$ cat config.mk
export PLATFORM = sky130hd
export DESIGN_NAME = bwmf_row_seq
export DESIGN_NICKNAME = d
export VERILOG_FILES = /design/src/hdl/bwmf_pkg.sv /design/src/hdl/bwmf_ram.sv /design/src/hdl/bwmf_row_seq.sv
export SDC_FILE = /design/constraint.sdc
export NUM_CORES = 1
export LEC_CHECK = 0
export BUFFER_PORTS_ARGS = -buffer_cell sky130_fd_sc_hd__buf_4
export CAP_MARGIN = 30
export CELL_PAD_IN_SITES_DETAIL_PLACEMENT = 1
export CELL_PAD_IN_SITES_GLOBAL_PLACEMENT = 1
export CORE_ASPECT_RATIO = 0.7
export CORE_UTILIZATION = 52
export DETAILED_ROUTE_END_ITERATION = 16
export MAX_ROUTING_LAYER = met4
export PLACE_DENSITY = 0.85
export SKIP_CTS_REPAIR_TIMING = 1
export SYNTH_ARGS = -nofsm -noshare
export SYNTH_HDL_FRONTEND = slang
export SYNTH_SLANG_ARGS = --single-unit
$ cat constraint.sdc
create_clock -name clk_i -period 24.2 [get_ports clk_i]
set_clock_uncertainty 0.05 [all_clocks]
set_input_delay 0 -clock clk_i [delete_from_list [all_inputs] [get_ports clk_i]]
set_output_delay 0 -clock clk_i [all_outputs]
set_load 0.05 [all_outputs]
$ cat src/hdl/bwmf_pkg.sv
// Package of the binary weighted majority filter: sizes, types, config codes
// and the 5x5 vote weight table.
// No dependencies; bwmf_row_seq, bwmf_vote and the top level import it.
package bwmf_pkg;

  localparam int unsigned MaxCols   = 64;
  localparam int unsigned MaxRows   = 64;
  localparam int unsigned Taps      = 5;
  localparam int unsigned HistRows  = 4;
  localparam int unsigned HistDepth = 1;
  localparam int unsigned HistAddrW = (HistDepth > 1) ? $clog2(HistDepth) : 1;
  localparam int unsigned CntW      = 6;
  localparam int unsigned DimW      = 7;
  localparam int unsigned ThrW      = 9;
  localparam int unsigned CfgIdxW   = 2;
  localparam int unsigned CfgDataW  = 9;
  localparam int unsigned PartW     = 17;
  localparam int unsigned SumW      = 18;
  localparam int unsigned ProdW     = ThrW + SumW;

  typedef enum logic [CfgIdxW-1:0] {
    CfgHeight    = 2'd0,
    CfgWidth     = 2'd1,
    CfgThreshold = 2'd2
  } bwmf_cfg_e;

  typedef logic [MaxCols-1:0] bwmf_row_t;
  typedef bwmf_row_t [HistRows-1:0] bwmf_hist_t;
  typedef bwmf_row_t [Taps-1:0] bwmf_win_t;
  typedef logic [PartW-1:0] bwmf_part_t;

  typedef struct packed {
    bwmf_win_t         rows;
    logic [Taps-1:0]   present;
    logic [CntW-1:0]   row_num;
    logic              done;
  } bwmf_job_t;

  localparam bwmf_part_t VoteWeight [Taps][Taps] = '{
    '{17'd22,   17'd442,   17'd1200,  17'd442,   17'd22},
    '{17'd442,  17'd8869,  17'd24109, 17'd24109, 17'd442},
    '{17'd1200, 17'd24109, 17'd65536, 17'd24109, 17'd1200},
    '{17'd442,  17'd24109, 17'd24109, 17'd8869,  17'd442},
    '{17'd22,   17'd442,   17'd1200,  17'd442,   17'd22}
  };

endpackage

$ cat src/hdl/bwmf_ram.sv
// Generic synchronous RAM with one write port and one registered read port.
// Stand-alone; no package dependency.
module bwmf_ram #(
  parameter int unsigned Width = 8,
  parameter int unsigned Depth = 2,
  localparam int unsigned AddrW = (Depth > 1) ? $clog2(Depth) : 1
) (
  input  logic             clk_i,
  input  logic             we_i,
  input  logic [AddrW-1:0] waddr_i,
  input  logic [Width-1:0] wdata_i,
  input  logic             re_i,
  input  logic [AddrW-1:0] raddr_i,
  output logic [Width-1:0] rdata_o
);

  logic [Width-1:0] mem_q [2**AddrW];
  logic [Width-1:0] rdata_q;

  always_ff @(posedge clk_i) begin
    if (we_i) begin
      mem_q[waddr_i] <= wdata_i;
    end
    if (re_i) begin
      rdata_q <= mem_q[raddr_i];
    end
  end

  assign rdata_o = rdata_q;

endmodule

$ cat src/hdl/bwmf_row_seq.sv
// Row intake: row counter, row history kept in a RAM with write forwarding,
// and a sequencer that issues one vote job per output row.
// Depends on bwmf_pkg and bwmf_ram.
module bwmf_row_seq (
  input  logic                       clk_i,
  input  logic                       rst_ni,
  input  logic                       in_valid_i,
  output logic                       in_stall_o,
  input  bwmf_pkg::bwmf_row_t        row_pixels_i,
  input  logic [bwmf_pkg::DimW-1:0]  height_i,
  input  bwmf_pkg::bwmf_row_t        col_mask_i,
  output logic                       job_valid_o,
  output bwmf_pkg::bwmf_job_t        job_o,
  input  logic                       job_ready_i
);
  import bwmf_pkg::*;

  logic            accept;
  logic            last_in;
  logic [CntW-1:0] cnt_q, cnt_d;

  logic            a_vld_q, a_fwd_q, a_last_q;
  bwmf_row_t       a_cur_q;
  logic [CntW-1:0] a_r_q;
  logic            a_go, a_jobs;

  bwmf_hist_t      hist_rd, hist_cur, hist_new, hist_fwd_q;
  logic            hist_vld_q;

  logic            b_vld_q, b_last_q, b_more, b_free;
  bwmf_win_t       b_win_q, win_load;
  logic [CntW-1:0] b_r_q, b_c_q, c_load, off_full;
  logic [1:0]      off;
  logic [2:0]      idx;

  assign accept  = in_valid_i && !in_stall_o;
  assign last_in = ({1'b0, cnt_q} + DimW'(1)) >= height_i;
  assign cnt_d   = last_in ? '0 : cnt_q + CntW'(1);

  assign b_more     = b_last_q && (b_c_q != b_r_q);
  assign b_free     = !b_vld_q || (job_ready_i && !b_more);
  assign a_go       = a_vld_q && b_free;
  assign a_jobs     = a_last_q || (a_r_q >= CntW'(2));
  assign in_stall_o = a_vld_q && !b_free;

  bwmf_ram #(
    .Width ($bits(bwmf_hist_t)),
    .Depth (HistDepth)
  ) u_hist_ram (
    .clk_i   (clk_i),
    .we_i    (a_go),
    .waddr_i ({HistAddrW{1'b0}}),
    .wdata_i (hist_new),
    .re_i    (accept),
    .raddr_i ({HistAddrW{1'b0}}),
    .rdata_o (hist_rd)
  );

  always_comb begin
    if (a_fwd_q) begin
      hist_cur = hist_fwd_q;
    end else if (hist_vld_q) begin
      hist_cur = hist_rd;
    end else begin
      hist_cur = '0;
    end
    hist_new[0] = a_cur_q;
    for (int i = 1; i < HistRows; i++) begin
      hist_new[i] = hist_cur[i-1];
    end
    if (a_last_q) begin
      hist_new = '0;
    end
    for (int j = 0; j < HistRows; j++) begin
      win_load[j] = hist_cur[HistRows-1-j] & col_mask_i;
    end
    win_load[Taps-1] = a_cur_q;
    c_load = (a_r_q >= CntW'(2)) ? a_r_q - CntW'(2) : '0;
  end

  always_ff @(posedge clk_i or negedge rst_ni) begin
    if (!rst_ni) begin
      cnt_q      <= '0;
      a_vld_q    <= 1'b0;
      a_fwd_q    <= 1'b0;
      hist_vld_q <= 1'b0;
      b_vld_q    <= 1'b0;
    end else begin
      if (accept) begin
        cnt_q   <= cnt_d;
        a_vld_q <= 1'b1;
        a_fwd_q <= a_go;
      end else if (a_go) begin
        a_vld_q <= 1'b0;
      end
      if (a_go) begin
        hist_vld_q <= 1'b1;
      end
      if (a_go && a_jobs) begin
        b_vld_q <= 1'b1;
      end else if (b_vld_q && job_ready_i && !b_more) begin
        b_vld_q <= 1'b0;
      end
    end
  end

  always_ff @(posedge clk_i) begin
    if (accept) begin
      a_cur_q  <= row_pixels_i & col_mask_i;
      a_r_q    <= cnt_q;
      a_last_q <= last_in;
    end
    if (a_go) begin
      hist_fwd_q <= hist_new;
    end
    if (a_go && a_jobs) begin
      b_win_q  <= win_load;
      b_r_q    <= a_r_q;
      b_c_q    <= c_load;
      b_last_q <= a_last_q;
    end else if (b_vld_q && job_ready_i && b_more) begin
      b_c_q <= b_c_q + CntW'(1);
    end
  end

  // The job window covers rows c-2 .. c+2; b_win_q holds rows r-4 .. r.
  assign off_full = b_c_q + CntW'(2) - b_r_q;
  assign off      = off_full[1:0];

  always_comb begin
    job_o.row_num = b_c_q;
    job_o.done    = b_last_q && (b_c_q == b_r_q);
    idx           = '0;
    for (int k = 0; k < Taps; k++) begin
      idx = {1'b0, off} + 3'(k);
      if (idx <= 3'(Taps - 1)) begin
        job_o.rows[k]    = b_win_q[idx];
        job_o.present[k] = ({1'b0, b_c_q} + DimW'(k)) >= DimW'(2);
      end else begin
        job_o.rows[k]    = '0;
        job_o.present[k] = 1'b0;
      end
    end
  end

  assign job_valid_o = b_vld_q;

endmodule

==> impl_metrics.json, run 1 <==
{
  "synth-edff-count": 916,
  "final_max_slew_viol_count": 0,
  "ios": 473,
  "crit_path_end_kind": "primary output",
  "fin_cells": 4869,
  "route.vias.total": 30450,
  "hold_viol_final": 0,
  "slowest_stage": "ha_4",
  "antenna_found_initial": 3,
  "yosysMostFrequentCell": "edfxtp_1",
  "tightest_slew_ps": 1485,
  "cp-endpoint": "job_o[99]",
  "die_area_um2": 81750,
  "synth_top_area_share_pct": 65.63,
  "crit_start": "b_c_q[0]$_DFFE_PP_",
  "finalNetCount": 3898,
  "synth_ff_type": "edfxtp_1",
  "drtIter0Drc": 3036,
  "syn2layout_area_growth_pct": 23.20,
  "ys_seq_area_share_pct": 66.23,
  "path_delay_family": "buffers and inverters",
  "crit_top_cell": "buf_4",
  "insertion_delay_ps": 650,
  "critPathKind": "register to primary output",
  "cp.required_ps": 24150,
  "initial_core_util_pct": 52.92,
  "path_clk_slew_ps": 70,
  "dpl.cell_count": 4505,
  "worst_path_largest_cell_delay_ps": 710,
  "pwr-share-comb_pct": 51.2,
  "r2r_cells": 7,
  "die_h_um": 239.5,
  "yosysWarnings": 0,
  "crit_chain": "inv_1 > ha_4 > buf_12 > buf_4 > buf_16 > mux2i_1 > nor2_1 > a21oi_1 > o21ai_0 > buf_4",
  "cp.depth": 10,
  "routedWlPerCell_um": 27.73,
  "routed_via_density": 6.254,
  "report.final.setup_viol": 0,
  "r2r-start": "b_c_q[0]$_DFFE_PP_",
  "synth_area_um2": 41910,
  "internal_power_mw": 4.111,
  "multiInputGateArea_um2": 13260,
  "detail_route.first_pass.iterations": 5,
  "clk_path_buf_depth": 3,
  "root_buffer": "clkbuf_16",
  "ir_drop_uv": 121.5,
  "syn_nets": 3321,
  "fin_crit_sh_pct": 20.37,
  "ys_ff_latch": 926,
  "grt_overflow_total": 0,
  "grt_max_degree": 232,
  "leakagePower_nw": 19.04,
  "dp.final_hpwl_um": 79620,
  "pwr-share-seq_pct": 29.8,
  "cts_buffers": 86,
  "drcViolationCount": 0,
  "synthCells": 3161,
  "synth_top_cell_by_area": "edfxtp_1",
  "ant_nets": 0,
  "setup_tns_ps": 0,
  "gp_congestion": 0.8759,
  "synth_cell_types": 46,
  "power.net_switching_mw": 3.665,
  "rsz0062_at_grt": "false",
  "reg2reg_to": "b_win_q[274]$_DFFE_PN_",
  "fp.dieW_um": 341.3,
  "port_buffers": 472,
  "ff_latch_area_um2": 27760,
  "reg2reg_slack_ps": 19360,
  "cp.arrival_ps": 4880,
  "core_area_um2": 79200,
  "grt.total_usage_pct": 31.47,
  "hold_path_class": "input port to register",
  "htreeDepth": 3,
  "cts_sinks": 926,
  "max_slew_margin_pct": 0.9736,
  "timing.fmax_mhz": 202.9,
  "p_clk_share_pct": 19.0,
  "grt_pass1_vias": 30660,
  "grt_pass1_wl_um": 189700,
  "p_sw_share_pct": 47.13,
  "crit_fanout": 128,
  "period_needed_ps": 4929,
  "drive_gt1_share_pct": 21.15,
  "power_density_nw_per_um2": 150.6,
  "status": "complete, no violations",
  "nFillCells": 7533,
  "avgSynthCellArea_um2": 13.26,
  "crit_buf_inv": 5,
  "async_reset_ff_share_pct": 1.080,
  "start_kind": "register",
  "finalWirelength_um": 135000,
  "cts_tree": "done",
  "maxCapViolCount": 0,
  "synth.area.top_cells": "edfxtp_1, nor2b_1, a22oi_1, nor2_1, mux4_2",
  "rows": 86,
  "p_total_mw": 7.776,
  "ys_top_cells_by_count": "edfxtp_1, nor2_1, nor2b_1"
}
[per-stage QoR]
step	setup slack [ps]	utilization [%]	hold slack (ps)	cell area [um^2]
CTS	19110	62.46	-895.6	49460
global placement	19890	58.41	-201.9	46260
finish	19270	65.20	75.97	51630
detailed placement	19540	58.66	-197.0	46460
floorplan	15250	-	-345.6	41910
global route	19060	65.20	109.2	51630
[sequential cells by signal, summed over array words and instances, names as in the netlist, 4 cells and up]
register	count
a_cur_q	64
b_win_q	320
cnt_q	6
b_c_q	6
a_r_q	6
u_hist_ram.rdata_o	256
u_hist_ram.mem_q	4
b_r_q	6
hist_fwd_q	252
[tightest hold or removal path, stage by stage]
cell	delay, ps
buf_4	110
inv_1	50
ha_1	140
a221oi_1	50
o21ai_1	260
o31ai_1	120
[layout make-up]
class	instances	share of cell area, %
multi-input combinational	1988	25.69
tap	1056	2.559
sequential	926	53.77
clock buffer	100	4.413
timing repair buffer	712	11.96
inverter	24	0.1890
antenna	2	0.009693
clock inverter	61	1.415
[placed cells by master, fill, tap and decap left out, types with 8 or more instances in the layout]
| master | synthesis | final |
|---|---|---|
| bufinv_16 | 0 | 16 |
| buf_16 | 0 | 15 |
| ha_1 | 21 | 17 |
| nand2_1 | 201 | 201 |
| mux2i_1 | 129 | 129 |
| nor2b_1 | 324 | 322 |
| dlygate4sd3_1 | 0 | 192 |
| clkinv_1 | 0 | 13 |
| buf_4 | 0 | 501 |
| mux2_2 | 65 | 65 |
| inv_1 | 23 | 22 |
| clkbuf_16 | 0 | 89 |
| dfrtp_1 | 10 | 9 |
| o211ai_1 | 66 | 66 |
| a22oi_1 | 256 | 256 |
| xnor2_1 | 11 | 11 |
| edfxtp_1 | 916 | 916 |
| clkinv_2 | 0 | 20 |
| clkbuf_1 | 154 | 10 |
| nor2_1 | 394 | 394 |
| and2_1 | 130 | 129 |
| a31oi_1 | 64 | 64 |
| mux4_2 | 64 | 64 |
| o21ai_0 | 71 | 71 |
| nand3_1 | 8 | 8 |
| a21oi_1 | 135 | 135 |
[logic make-up after synthesis]
family / synth area share, %
xor gates and xnor gates: 0.3702
and+or+nand+nor: 12.56
muxes: 8.267
adders and majority gates: 0.6270
DFF: 66.23
AOI/OAI and AO/OA: 9.572
buffers and inverters: 2.373
[layer usage]
layer / GRT usage, % / vias up / wire, um
met5: - / - / 0
met4: 12.66 / 0 / 5778
met3: 5.143 / 360 / 9802
met2: 51.19 / 1572 / 67650
met1: 39.58 / 15600 / 51760
li1: - / 12920 / -
[how the worst min path moves through the flow]
stage,startpoint,cells past startpoint,end
floorplan,rst_ni,0,a_fwd_q$_DFFE_PN0P_
global placement,rst_ni,1,cnt_q[0]$_DFFE_PN0P_
detailed placement,rst_ni,1,cnt_q[3]$_DFFE_PN0P_
CTS,rst_ni,1,cnt_q[3]$_DFFE_PN0P_
global route,height_i[6],6,cnt_q[1]$_DFFE_PN0P_
finish,height_i[6],6,cnt_q[1]$_DFFE_PN0P_
[power groups by stage]
stage               sequential [mW]  combinational, mW  clock, mW
global route                   2.34               4.13       1.54
CTS                            2.31               3.85       1.48
finish                         2.32               3.98       1.48
global placement               2.30               3.67          0
floorplan                      2.32               2.60          0
detailed placement             2.34               3.81          0
(Power assumes the default switching activity.)
==> run 2, diff against run 1 <==
- CORE_UTILIZATION: 52 -> 44
- PLACE_DENSITY: 0.85 -> 0.77
- clock period: 24.2 -> 4.3 ns (I/O delays scaled with it)
==> impl_metrics.json, run 2 (synthesis results as in run 1) <==
{
  "status": "complete, no violations",
  "ir_drop_uv": 905.8,
  "fp.dieW_um": 370.9,
  "crit_path_end_kind": "primary output",
  "fin_crit_sh_pct": 96.94,
  "clk_path_buf_depth": 3,
  "rows": 94,
  "finalNetCount": 3908,
  "cts_sinks": 926,
  "largest_reg_flops": 320,
  "route.vias.total": 28970,
  "insertion_delay_ps": 680,
  "regMostFlops": "b_win_q",
  "grt_max_degree": 168,
  "period_needed_ps": 4168,
  "tightest_slew_ps": 1028,
  "syn2layout_area_growth_pct": 23.42,
  "routedWlPerCell_um": 24.79,
  "worst_path_largest_cell_delay_ps": 640,
  "leakagePower_nw": 18.96,
  "detail_route.first_pass.iterations": 7,
  "gp_congestion": 0.8396,
  "grt_pass1_vias": 28820,
  "post_dp_cell_area_um2": 46880,
  "antenna_found_initial": 2,
  "crit_fanout": 84,
  "slowest_stage": "buf_4",
  "root_buffer": "clkbuf_16",
  "ios": 473,
  "dp.final_hpwl_um": 77650,
  "path_clk_slew_ps": 70,
  "report.final.setup_viol": 0,
  "cts_tree": "done",
  "maxCapViolCount": 0,
  "start_kind": "register",
  "worst_slack_ps": 131.6,
  "grt_overflow_total": 0,
  "hold_path_class": "input port to register",
  "crit_top_cell": "buf_4",
  "port_buffers": 472,
  "holdWs_ps": 55.05,
  "crit_chain": "xnor2_2 > xor2_4 > inv_2 > ha_4 > buf_4 > a21oi_1 > o21ai_0 > buf_4",
  "cp.arrival_ps": 4120,
  "grt_pass1_wl_um": 183200,
  "mostFrequentLayoutCell": "edfxtp_1",
  "grt.total_usage_pct": 25.74,
  "drive_gt1_share_pct": 20.92,
  "htreeDepth": 3,
  "final_max_slew_viol_count": 0,
  "routed_via_density": 5.718,
  "timing.fmax_mhz": 239.9,
  "cp.required_ps": 4250,
  "core_area_um2": 94210,
  "finalWirelength_um": 125600,
  "cts_buffers": 93,
  "layout_common_cells": "edfxtp_1, buf_4, nor2_1, nor2b_1, a22oi_1",
  "hold_viol_final": 0,
  "die_area_um2": 96510,
  "final_cell_area_um2": 51720,
  "initial_core_util_pct": 44.49,
  "drtIter0Drc": 2430,
  "die_h_um": 260.2,
  "max_slew_margin_pct": 31.49,
  "power_density_nw_per_um2": 825.0,
  "rsz0062_at_grt": "false",
  "ant_nets": 0,
  "drcViolationCount": 0,
  "dp_worst_setup_slack_ps": 723.6,
  "path_delay_family": "buffers and inverters",
  "crit_buf_inv": 3,
  "critPathKind": "register to primary output"
}
run 2: cell count changes in the layout (fill, tap and decap cells not counted), sizes merged:
cell,before,now
buf,520,524
bufinv,16,7
clkbuf,100,115
clkinv,36,38
clkinvlp,3,1
diode,2,3
dlygate4sd3,192,191
inv,30,25
run 2: worst paths after layout:
kind,cells past startpoint,slack [ps],to,startpoint
max,8,130,job_o[92],b_c_q[1]$_DFFE_PP_
max in group asynchronous,3,3400,a_fwd_q$_DFFE_PN0P_,rst_ni
min in group asynchronous,3,360,cnt_q[1]$_DFFE_PN0P_,rst_ni
min reg2reg,0,380,u_hist_ram.rdata_o[28]$_DFFE_PP_,hist_fwd_q[28]$_SDFFCE_PP0P_
max reg2reg,7,610,b_win_q[214]$_DFFE_PN_,b_c_q[0]$_DFFE_PP_
min,6,60,cnt_q[1]$_DFFE_PN0P_,height_i[6]
run 2: per-layer routing:
metal	share of wire (%)	GRT usage, %
met1	43	35.07
met5	0	-
met4	2.3	6.161
met2	48	40.42
met3	6.2	4.258
run 2: through the flow:
stage | instances | util, % | TNS, ps | power, mW
2_1_floorplan | 3161 | - | -902980 | 27.53
3_3_place_gp | 4707 | 49.77 | 0 | 34.22
3_5_place_dp | 4707 | 49.77 | 0 | 34.60
4_1_cts | 4869 | 52.83 | -26.27 | 42.63
5_1_grt | 5064 | 54.90 | 0 | 44.42
6_report | 5066 | 54.90 | 0 | 42.67
run 2: final cells by class:
type	count	area, um^2
diodes	3	7.507
well taps	1248	1562
inverters	24	93.84
clock inverters	47	424.2
fillers	9303	42480
multi-input cells	1988	13270
clock buffers	115	2462
flip-flops and latches	926	27760
repair buffers	715	6145
run 2: where the power goes:
group | internal [mW] | switching [mW] | leakage, nW
registers | 12.0 | 0.954 | 8.87
clock network | 4.47 | 3.48 | 1.42
logic | 6.19 | 15.6 | 8.67
run 2: tightest hold or removal path, stage by stage:
cell and delay, ps:
buf_4 110, inv_1 50, ha_1 150, a221oi_1 50, o21ai_1 250, o31ai_1 120
